### src/rtl/msmu_pkg.sv
// Shared widths, constants, codes and interface structs for the min-sum message update block.
// No dependencies; used by msmu_store, msmu_minplus and min_sum_message_update.

package msmu_pkg;

    localparam int IDX_W      = 4;
    localparam int MAX_STATES = 1 << IDX_W;
    localparam int ADDR_W     = 2 * IDX_W;
    localparam int COST_DEPTH = MAX_STATES * MAX_STATES;
    localparam int VAL_W      = 32;
    localparam int RES_W      = 31;

    // word opcodes carried in s_tuser[1:0]
    typedef enum logic [1:0] {
        OP_LOAD_COST   = 2'd0,
        OP_LOAD_CAVITY = 2'd1,
        OP_LOAD_OLD    = 2'd2,
        OP_COMPUTE     = 2'd3
    } opcode_t;

    // config register indexes
    typedef enum logic [1:0] {
        REG_DAMPING     = 2'd0,
        REG_GATE        = 2'd1,
        REG_LEFT_COUNT  = 2'd2,
        REG_RIGHT_COUNT = 2'd3
    } reg_index_t;

    // Cost matrix write port
    typedef struct packed {
        logic              en;
        logic [ADDR_W-1:0] addr;
        logic [VAL_W-1:0]  data;
    } cost_wr_t;

    // Write port of a per-state vector memory
    typedef struct packed {
        logic             en;
        logic [IDX_W-1:0] addr;
        logic [VAL_W-1:0] data;
    } vec_wr_t;

    // Read request: pass1 reads cost and cavity, pass2 reads old message and proposal
    typedef struct packed {
        logic              pass1;
        logic              pass2;
        logic [ADDR_W-1:0] cost_addr;
        logic [IDX_W-1:0]  src;
        logic [IDX_W-1:0]  dst;
    } rd_req_t;

    // Registered read data, valid in the cycle after the request
    typedef struct packed {
        logic [VAL_W-1:0] cost;
        logic [VAL_W-1:0] cavity;
        logic [VAL_W-1:0] old_msg;
        logic [VAL_W-1:0] prop;
    } rd_data_t;

    // Tag of one min-plus read, travels alongside the memory latency
    typedef struct packed {
        logic             valid;
        logic             first;
        logic             last;
        logic [IDX_W-1:0] dst;
    } mp_tag_t;

endpackage

### src/rtl/msmu_minplus.sv
// Min-plus accumulator: saturating cost + cavity, running minimum per destination,
// proposal write-back and minimum over destinations. Depends on msmu_pkg.

module msmu_minplus (
    input  logic                       aclk,
    input  logic                       aresetn,
    input  msmu_pkg::mp_tag_t          issue,
    input  msmu_pkg::rd_data_t         rd_data,
    output msmu_pkg::vec_wr_t          prop_wr,
    output logic [msmu_pkg::VAL_W-1:0] pmin
);

    localparam int W = msmu_pkg::VAL_W;

    msmu_pkg::mp_tag_t tag_reg;
    logic signed [W-1:0] best_reg;
    logic signed [W-1:0] pmin_reg;

    logic signed [W:0]   sum;
    logic signed [W-1:0] cand;
    logic signed [W-1:0] best_next;

    // saturating add of the two operands
    always_comb begin
        sum = $signed({rd_data.cost[W-1], rd_data.cost})
            + $signed({rd_data.cavity[W-1], rd_data.cavity});
        if (sum[W] != sum[W-1]) begin
            cand = sum[W] ? {1'b1, {(W-1){1'b0}}} : {1'b0, {(W-1){1'b1}}};
        end else begin
            cand = sum[W-1:0];
        end
        if (tag_reg.first || (cand < best_reg)) begin
            best_next = cand;
        end else begin
            best_next = best_reg;
        end
    end

    always_ff @(posedge aclk) begin
        if (!aresetn) begin
            tag_reg <= '0;
        end else begin
            tag_reg <= issue;
        end
    end

    always_ff @(posedge aclk) begin
        if (tag_reg.valid) begin
            best_reg <= best_next;
            if (tag_reg.last && ((tag_reg.dst == '0) || (best_next < pmin_reg))) begin
                pmin_reg <= best_next;
            end
        end
    end

    assign prop_wr.en   = tag_reg.valid && tag_reg.last;
    assign prop_wr.addr = tag_reg.dst;
    assign prop_wr.data = best_next;
    assign pmin         = pmin_reg;

endmodule
### config.mk
export PLATFORM = sky130hd
export DESIGN_NAME = msmu_minplus
export DESIGN_NICKNAME = d
export VERILOG_FILES = /design/src/rtl/msmu_pkg.sv /design/src/rtl/msmu_minplus.sv
export SDC_FILE = /design/constraint.sdc
export NUM_CORES = 1
export LEC_CHECK = 0
export ABC_AREA = 1
export BUFFER_PORTS_ARGS = -buffer_cell sky130_fd_sc_hd__buf_2
export CAP_MARGIN = 10
export CORE_UTILIZATION = 52
export CTS_CLUSTER_SIZE = 28
export DETAILED_ROUTE_END_ITERATION = 10
export GPL_TIMING_DRIVEN = 0
export PLACE_DENSITY = 0.88
export SLEW_MARGIN = 5
export SYNTH_ARGS = -nofsm -noshare
export SYNTH_HDL_FRONTEND = slang
export SYNTH_SLANG_ARGS = --single-unit
### constraint.sdc
create_clock -name aclk -period 12.3 [get_ports aclk]
set_input_delay 0.615 -clock aclk [delete_from_list [all_inputs] [get_ports aclk]]
set_output_delay 0.615 -clock aclk [all_outputs]
set_load 0.03 [all_outputs]
==> results of run 1 <==
==> worst max-delay path, delay by kind of cell <==
family / cells / cell delay [ns]
AND/OR/NAND/NOR: 25 / 3.29
adder cells (fa/ha/maj): 4 / 1.35
buffers and inverters: 7 / 1.51
AO/OA/AOI/OAI: 15 / 2.77
XOR/XNOR: 1 / 0.12
==> power by group through the flow <==
stage,registers (mW),clock network [mW],logic (mW)
floorplan,0.387,0,0.725
global placement,0.373,0,0.991
detailed placement,0.374,0,1.02
CTS,0.369,0.268,1.03
global route,0.373,0.275,1.15
finish,0.369,0.262,1.03
==> how the worst min path moves through the flow <==
stage	slack, ns	endpoint	start	cells after the start
finish	0.45	tag_reg[4]$_SDFF_PN0_	issue[4]	3
global placement	0.75	best_reg[19]$_DFFE_PP_	best_reg[19]$_DFFE_PP_	2
detailed placement	0.75	best_reg[19]$_DFFE_PP_	best_reg[19]$_DFFE_PP_	2
global route	0.46	tag_reg[4]$_SDFF_PN0_	issue[4]	3
CTS	0.44	tag_reg[4]$_SDFF_PN0_	issue[4]	3
floorplan	0.71	prop_wr[32]$_SDFF_PN0_	aresetn	2
==> layout by cell type, fill, tap and decap left out, drive strengths merged <==
| master | netlist | routed |
|---|---|---|
| nor2 | 49 | 49 |
| edfxtp | 64 | 64 |
| clkinv | 0 | 3 |
| o211ai | 1 | 1 |
| nand2 | 174 | 174 |
| and2 | 2 | 2 |
| xor2 | 12 | 12 |
| inv | 158 | 159 |
| o221ai | 4 | 4 |
| bufinv | 0 | 1 |
| or2 | 2 | 2 |
| a211oi | 7 | 7 |
| xnor2 | 5 | 5 |
| nor3 | 6 | 6 |
| fa | 1 | 1 |
| buf | 4 | 145 |
| a31o | 1 | 1 |
| nor4b | 1 | 1 |
| o21a | 1 | 1 |
| dfxtp | 7 | 7 |
| a21oi | 62 | 62 |
| o221a | 2 | 2 |
| nand4 | 7 | 7 |
| clkbuf | 11 | 20 |
| nand3 | 18 | 18 |
| o21ai | 60 | 60 |
| clkinvlp | 0 | 2 |
| a21o | 1 | 1 |
| a31oi | 2 | 2 |
| o41ai | 1 | 1 |
| o21bai | 3 | 3 |
| ha | 96 | 96 |
| o2111ai | 1 | 1 |
| or4 | 1 | 1 |
==> routing by layer <==
metal,global-route usage [%],vias up
li1,-,2814
met1,29.6,2465
met2,43.4,188
met3,4.74,20
met4,9.52,0
met5,0,-
==> layout make-up <==
class | instances | area [um^2]
Fill cell | 952 | 3860
Multi-Input combinational cell | 520 | 3310
Sequential cell | 71 | 2060
Timing Repair Buffer | 141 | 706
Inverter | 158 | 593
Clock buffer | 9 | 225
Tap cell | 140 | 175
Clock inverter | 7 | 72.6
Buffer | 15 | 71.3
==> per-stage QoR <==
| step | instances | hold slack [ns] | cell area [um^2] | power, mW | setup WS, ns |
|---|---|---|---|---|---|
| floorplan | 764 | 0.708 | 6030 | 1.11 | 2.91 |
| global placement | 1045 | 0.747 | 6910 | 1.36 | 1.28 |
| detailed placement | 1045 | 0.754 | 6920 | 1.40 | 2.28 |
| CTS | 1061 | 0.441 | 7220 | 1.67 | 2.60 |
| global route | 1061 | 0.456 | 7220 | 1.80 | 1.72 |
| finish | 1061 | 0.455 | 7220 | 1.66 | 2.56 |
==> logic make-up (layout without fill, tap and decap cells) <==
| kind of cell | count (synthesis) | count (layout) | synth area share [%] |
|---|---|---|---|
| flip-flops | 71 | 71 | 34.2 |
| adder cells (fa/ha/maj) | 97 | 97 | 20.2 |
| XOR/XNOR | 17 | 17 | 2.47 |
| AND/OR/NAND/NOR | 260 | 260 | 18.0 |
| buffers and inverters | 173 | 330 | 11.0 |
| AO/OA/AOI/OAI | 146 | 146 | 14.0 |
==> metrics.csv, run 1 <==
stage,metric,value,unit
min_path,worstHoldPathType,in -> reg,
synthesis,synth_common_cells,"nand2_1 (166), inv_1 (155), ha_1 (96)",
global_routing,grt_max_degree,34,
critical_path,endpoint_kind,flip-flop,
timing,fin_crit_sh,79.2,%
critical_path,critical_path_class,in -> reg,
power_and_ir_drop,pwr-share-seq,22.2,%
timing,fmax,0.103,GHz
floorplan,initial_core_util,54.4,%
critical_path,r2r-end,pmin[25]$_DFFE_PP_,
power_and_ir_drop,vdd_drop_max,0.170,mV
timing,worstMarginPinSlew,0.927,ns
synthesis,syn_inst,764,
routing,drc,0,
critical_path,worstSetupEndpoint,pmin[25]$_DFFE_PP_,
clock_tree,cts_root_buffer,clkbuf_16,
routing,top_layer_used,met4,
power_and_ir_drop,comb_power_share,62.0,%
layout,drive_gt1_share,20.5,%
synthesis,ys_seq_elements,71,
floorplan,row_count,38,
routing,wl_per_cell,13.5,um
synthesis,synth_area,6030,um^2
clock_tree,cts_setup_buffers,0,
floorplan,die_w,110,um
synthesis,synth_edf_count,64,
placed_design,globalplace.congestion,0.920,
critical_path,cpPeakStageDelay,0.70,ns
floorplan,die_area,12000,um^2
routing,routed_via_density,5.17,
placed_design,dp_hpwl,11500,um
power_and_ir_drop,pwr_density_cell,230,nW/um^2
clock_tree,cts_tree,built,
timing,maxSlewHeadroom,38.0,%
critical_path,cp_max_fo,32,
routing,detail-route-antenna-nets,0,
global_routing,grtUsageTotal,24.6,%
run,cap_violations,0,
clock_tree,htree_levels,3,
synthesis,async_reset_ff_share,0,%
power_and_ir_drop,switching_share,50.3,%
clock_tree,cts_buffer_depth,2,
timing,rsz0062_at_grt,false,
routing,wl,14300,um
timing,finalCriticalPeriod,9.74,ns
layout,syn_to_final_growth,19.7,%
layout,final_util,65.2,%
global_routing,grt_antenna_before_repair,0,
routing,met1_length,6410,um
timing,timing.final.max_slew_violations,0,
routing,dr.pass1.iters,5,
global_routing,grt_pass1_vias,5008,
global_routing,grt_overflow_total,0,
critical_path,arrival,9.70,ns
synthesis,synth-seq-area-share,34.2,%
routing,route.met3.wl,798,um
power_and_ir_drop,intPower,0.825,mW
global_routing,grt_pass1_wl,22500,um
synthesis,synthDistinctLibCells,41,
critical_path,crit_top_cell,nand2_1,
synthesis,yosys.area.top_type,edfxtp_1,
clock_tree,cts_resized,0,
critical_path,required,12.26,ns
timing,finalSetupViolCount,0,
critical_path,cp-startpoint,rd_data[66],
clock_tree,path_clk_slew,0.06,ns
timing,clock_skew,0.0156,ns
floorplan,coreArea,11100,um^2
synthesis,synth.top_cell.area_share,31.9,%
power_and_ir_drop,p_sw,0.836,mW
synthesis,synth_ff_type,edfxtp_1,
routing,wl_met2,6890,um
synthesis,synth_warnings,0,
clock_tree,clk_latency,0.35,ns
floorplan,ios,206,
clock_tree,cts_buffers,9,
routing,first_iter_violations,251,
layout,final_nets,1150,
timing,tns,0,ns
run_status,status,completed,
critical_path,startpoint_type,primary input,
layout,diodes,0,
critical_path,slowest_stage,nor2_4,
synthesis,syn_nets,998,
critical_path,r2r_cells,22,
power_and_ir_drop,p_leak,3.88,nW
clock_tree,hold_buffers,0,
critical_path,reg2reg_from,best_reg[31]$_DFFE_PP_,
clock_tree,clock-sinks,71,
floorplan,die_h,110,um
synthesis,ys_top_cells_by_area,"edfxtp_1 (32%), ha_1 (20%), nand2_1 (10%)",
synthesis,syn_area_per_cell,7.89,um^2
timing,hold_viol,0,
power_and_ir_drop,clkPwrFrac,15.8,%
placed_design,port-buffer-count,141,
routing,num_vias,5487,
synthesis,yosysMostFrequentCell,nand2_1,
critical_path,r2r_slack,7.02,ns
Power figures use the tool's default switching activity.
==> run 2, diff against run 1 <==
clock period = 9.4 ns   (was 12.3 ns; I/O delays follow)
==> metrics.csv, run 2 (synthesized netlist as in run 1, its figures left out) <==
stage,metric,value,unit,change
run_status,status,completed,,
power_and_ir_drop,pwr_density_cell,300,nW/um^2,+30%
clock_tree,cts_buffer_depth,2,,unchanged
timing,fin_crit_sh,92.2,%,
timing,timing.hold.ws,0.314,ns,-0.141 ns
timing,timing.final.max_slew_violations,0,,unchanged
min_path,worstHoldPathType,in -> reg,,
critical_path,critical_path_class,in -> reg,,
critical_path,slowest_stage,ha_1,,
layout,syn_to_final_growth,20.9,%,
layout,diodes,0,,unchanged
power_and_ir_drop,power,2.19,mW,+32%
critical_path,cp_max_fo,16,,-50%
critical_path,endpoint_kind,flip-flop,,
critical_path,crit_top_cell,nand2_1,,
clock_tree,clk_latency,0.34,ns,about the same
floorplan,initial_core_util,54.4,%,unchanged
routing,dr.pass1.iters,5,,unchanged
global_routing,grt_pass1_wl,22800,um,+1.2%
clock_tree,path_clk_slew,0.06,ns,about the same
global_routing,grt_antenna_before_repair,0,,unchanged
routing,drc,0,,unchanged
clock_tree,hold_buffers,0,,unchanged
routing,routed_via_density,5.21,,+0.77%
clock_tree,htree_levels,3,,unchanged
placed_design,port-buffer-count,141,,unchanged
clock_tree,cts_buffers,9,,unchanged
power_and_ir_drop,vdd_drop_max,0.223,mV,+31%
layout,drive_gt1_share,21.6,%,+1.1 points
routing,num_vias,5550,,+1.1%
timing,fmax,0.115,GHz,
placed_design,globalplace.congestion,0.920,,unchanged
timing,maxSlewHeadroom,42.3,%,+4.3 points
global_routing,use_met3,4.74,%,unchanged
layout,fillers,943,,-0.95%
layout,mostFrequentLayoutCell,nand2_1,,
critical_path,startpoint_type,primary input,,
placed_design,dp_hpwl,11500,um,unchanged
clock_tree,cts_root_buffer,clkbuf_16,,
power_and_ir_drop,intPower,1.09,mW,+32%
timing,worstMarginPinSlew,0.865,ns,-0.0623 ns
clock_tree,clock-sinks,71,,unchanged
power_and_ir_drop,p_sw,1.10,mW,+32%
power_and_ir_drop,pwr-share-seq,22.0,%,-0.2 points
layout,final_cell_mix,"nand2_1 (166), inv_1 (155), buf_2 (141), ha_1 (96), edfxtp_1 (64)",,
critical_path,required,9.49,ns,-2.77 ns
power_and_ir_drop,clkPwrFrac,15.6,%,-0.2 points
floorplan,coreArea,11100,um^2,unchanged
floorplan,row_count,38,,unchanged
routing,wl,14500,um,+1.3%
routing,wl_per_cell,13.6,um,+0.94%
global_routing,grt_overflow_total,0,,unchanged
timing,hold_viol,0,,unchanged
global_routing,busiest_layer,met2,,
routing,first_iter_violations,285,,+14%
floorplan,die_h,110,um,unchanged
critical_path,arrival,8.76,ns,-0.94 ns
timing,finalSetupViolCount,0,,unchanged
floorplan,die_w,110,um,unchanged
layout,final_nets,1154,,+0.35%
clock_tree,cts_tree,built,,
floorplan,die_area,12000,um^2,unchanged
global_routing,globalRouteMet1Util,30.7,%,+1.1 points
power_and_ir_drop,comb_power_share,62.3,%,+0.3 points
critical_path,cpPeakStageDelay,0.40,ns,-0.30 ns
timing,finalCriticalPeriod,8.67,ns,
power_and_ir_drop,switching_share,50.3,%,about the same
floorplan,ios,206,,unchanged
global_routing,grt_pass1_vias,5019,,+0.22%
global_routing,grt_use_met2,43.7,%,+0.31 points
timing,clock_skew,0.0125,ns,-0.00316 ns
routing,detail-route-antenna-nets,0,,unchanged
power_and_ir_drop,p_leak,3.92,nW,+1.0%
layout,multi_input_area,3330,um^2,+0.64%
global_routing,grt_max_degree,34,,unchanged
run,cap_violations,0,,unchanged
layout,seqCellArea,2060,um^2,unchanged
global_routing,grtUsageTotal,25.1,%,+0.46 points
run 2: changes by cell type in the layout (fill, tap and decap cells not counted), moves of 2 or more:
cell and change:
buf_12 +2, clkbuf_1 -5, o21ai_0 -3, o21ai_1 +3
clkbuf_2 +5
run 2: final cells by class:
cell class	instances	area share, %
timing repair buffer	144	10.3
multi-input combinational	521	45.7
tap	140	2.40
clock buffer	9	3.09
sequential	71	28.3
clock inverter	7	0.995
inverter	158	8.13
buffer	15	1.06
run 2: per-layer routing:
metal,vias up,part of all wire (%)
met4,0,1.9
met2,193,48
li1,2827,-
met1,2504,45
met5,-,0
met3,26,5.9
run 2: repair_timing:
action | 4_1_cts | 5_1_grt
gates cloned | 1 | 0
pin swaps | 0 | 2
setup buffers | 0 | 3
endpoints found under the setup margin | 32 | 32
resized for setup | 1 | 15
run 2: per-stage QoR:
step                      cells  area [um^2]  util (%)  setup slack [ns]  TNS [ns]
after floorplan             764         6030         -             0.151         0
after global placement     1045         6910      62.4             -1.47    -47.09
after detailed placement   1045         6920      62.5            -0.471    -14.99
after CTS                  1062         7230      65.3            0.0756         0
after global routing       1065         7290      65.8          -0.00682   -0.0508
final                      1065         7290      65.8             0.735         0
run 2: worst paths after layout:
| check | slack [ns] | end | cells after the start | startpoint |
|---|---|---|---|---|
| max reg2reg | 4.84 | pmin[25]$_DFFE_PP_ | 23 | best_reg[31]$_DFFE_PP_ |
| min | 0.31 | tag_reg[4]$_SDFF_PN0_ | 3 | issue[4] |
| max | 0.73 | pmin[25]$_DFFE_PP_ | 53 | rd_data[66] |
| min reg2reg | 0.76 | best_reg[25]$_DFFE_PP_ | 2 | best_reg[25]$_DFFE_PP_ |
run 2: critical path: cells and delay by family:
family,cells,cell delay (ns)
AO/OA/AOI/OAI,16,2.51
adder cells (fa/ha/maj),4,1.36
buffers and inverters,8,1.47
AND/OR/NAND/NOR,24,2.79
XOR/XNOR,1,0.12
run 2: power groups by stage:
| stage | Sequential (mW) | Combinational, mW | Clock (mW) |
|---|---|---|---|
| CTS | 0.483 | 1.35 | 0.350 |
| finish | 0.483 | 1.37 | 0.342 |
| detailed placement | 0.489 | 1.34 | 0 |
| global placement | 0.488 | 1.30 | 0 |
| floorplan | 0.507 | 0.949 | 0 |
| global route | 0.488 | 1.53 | 0.360 |
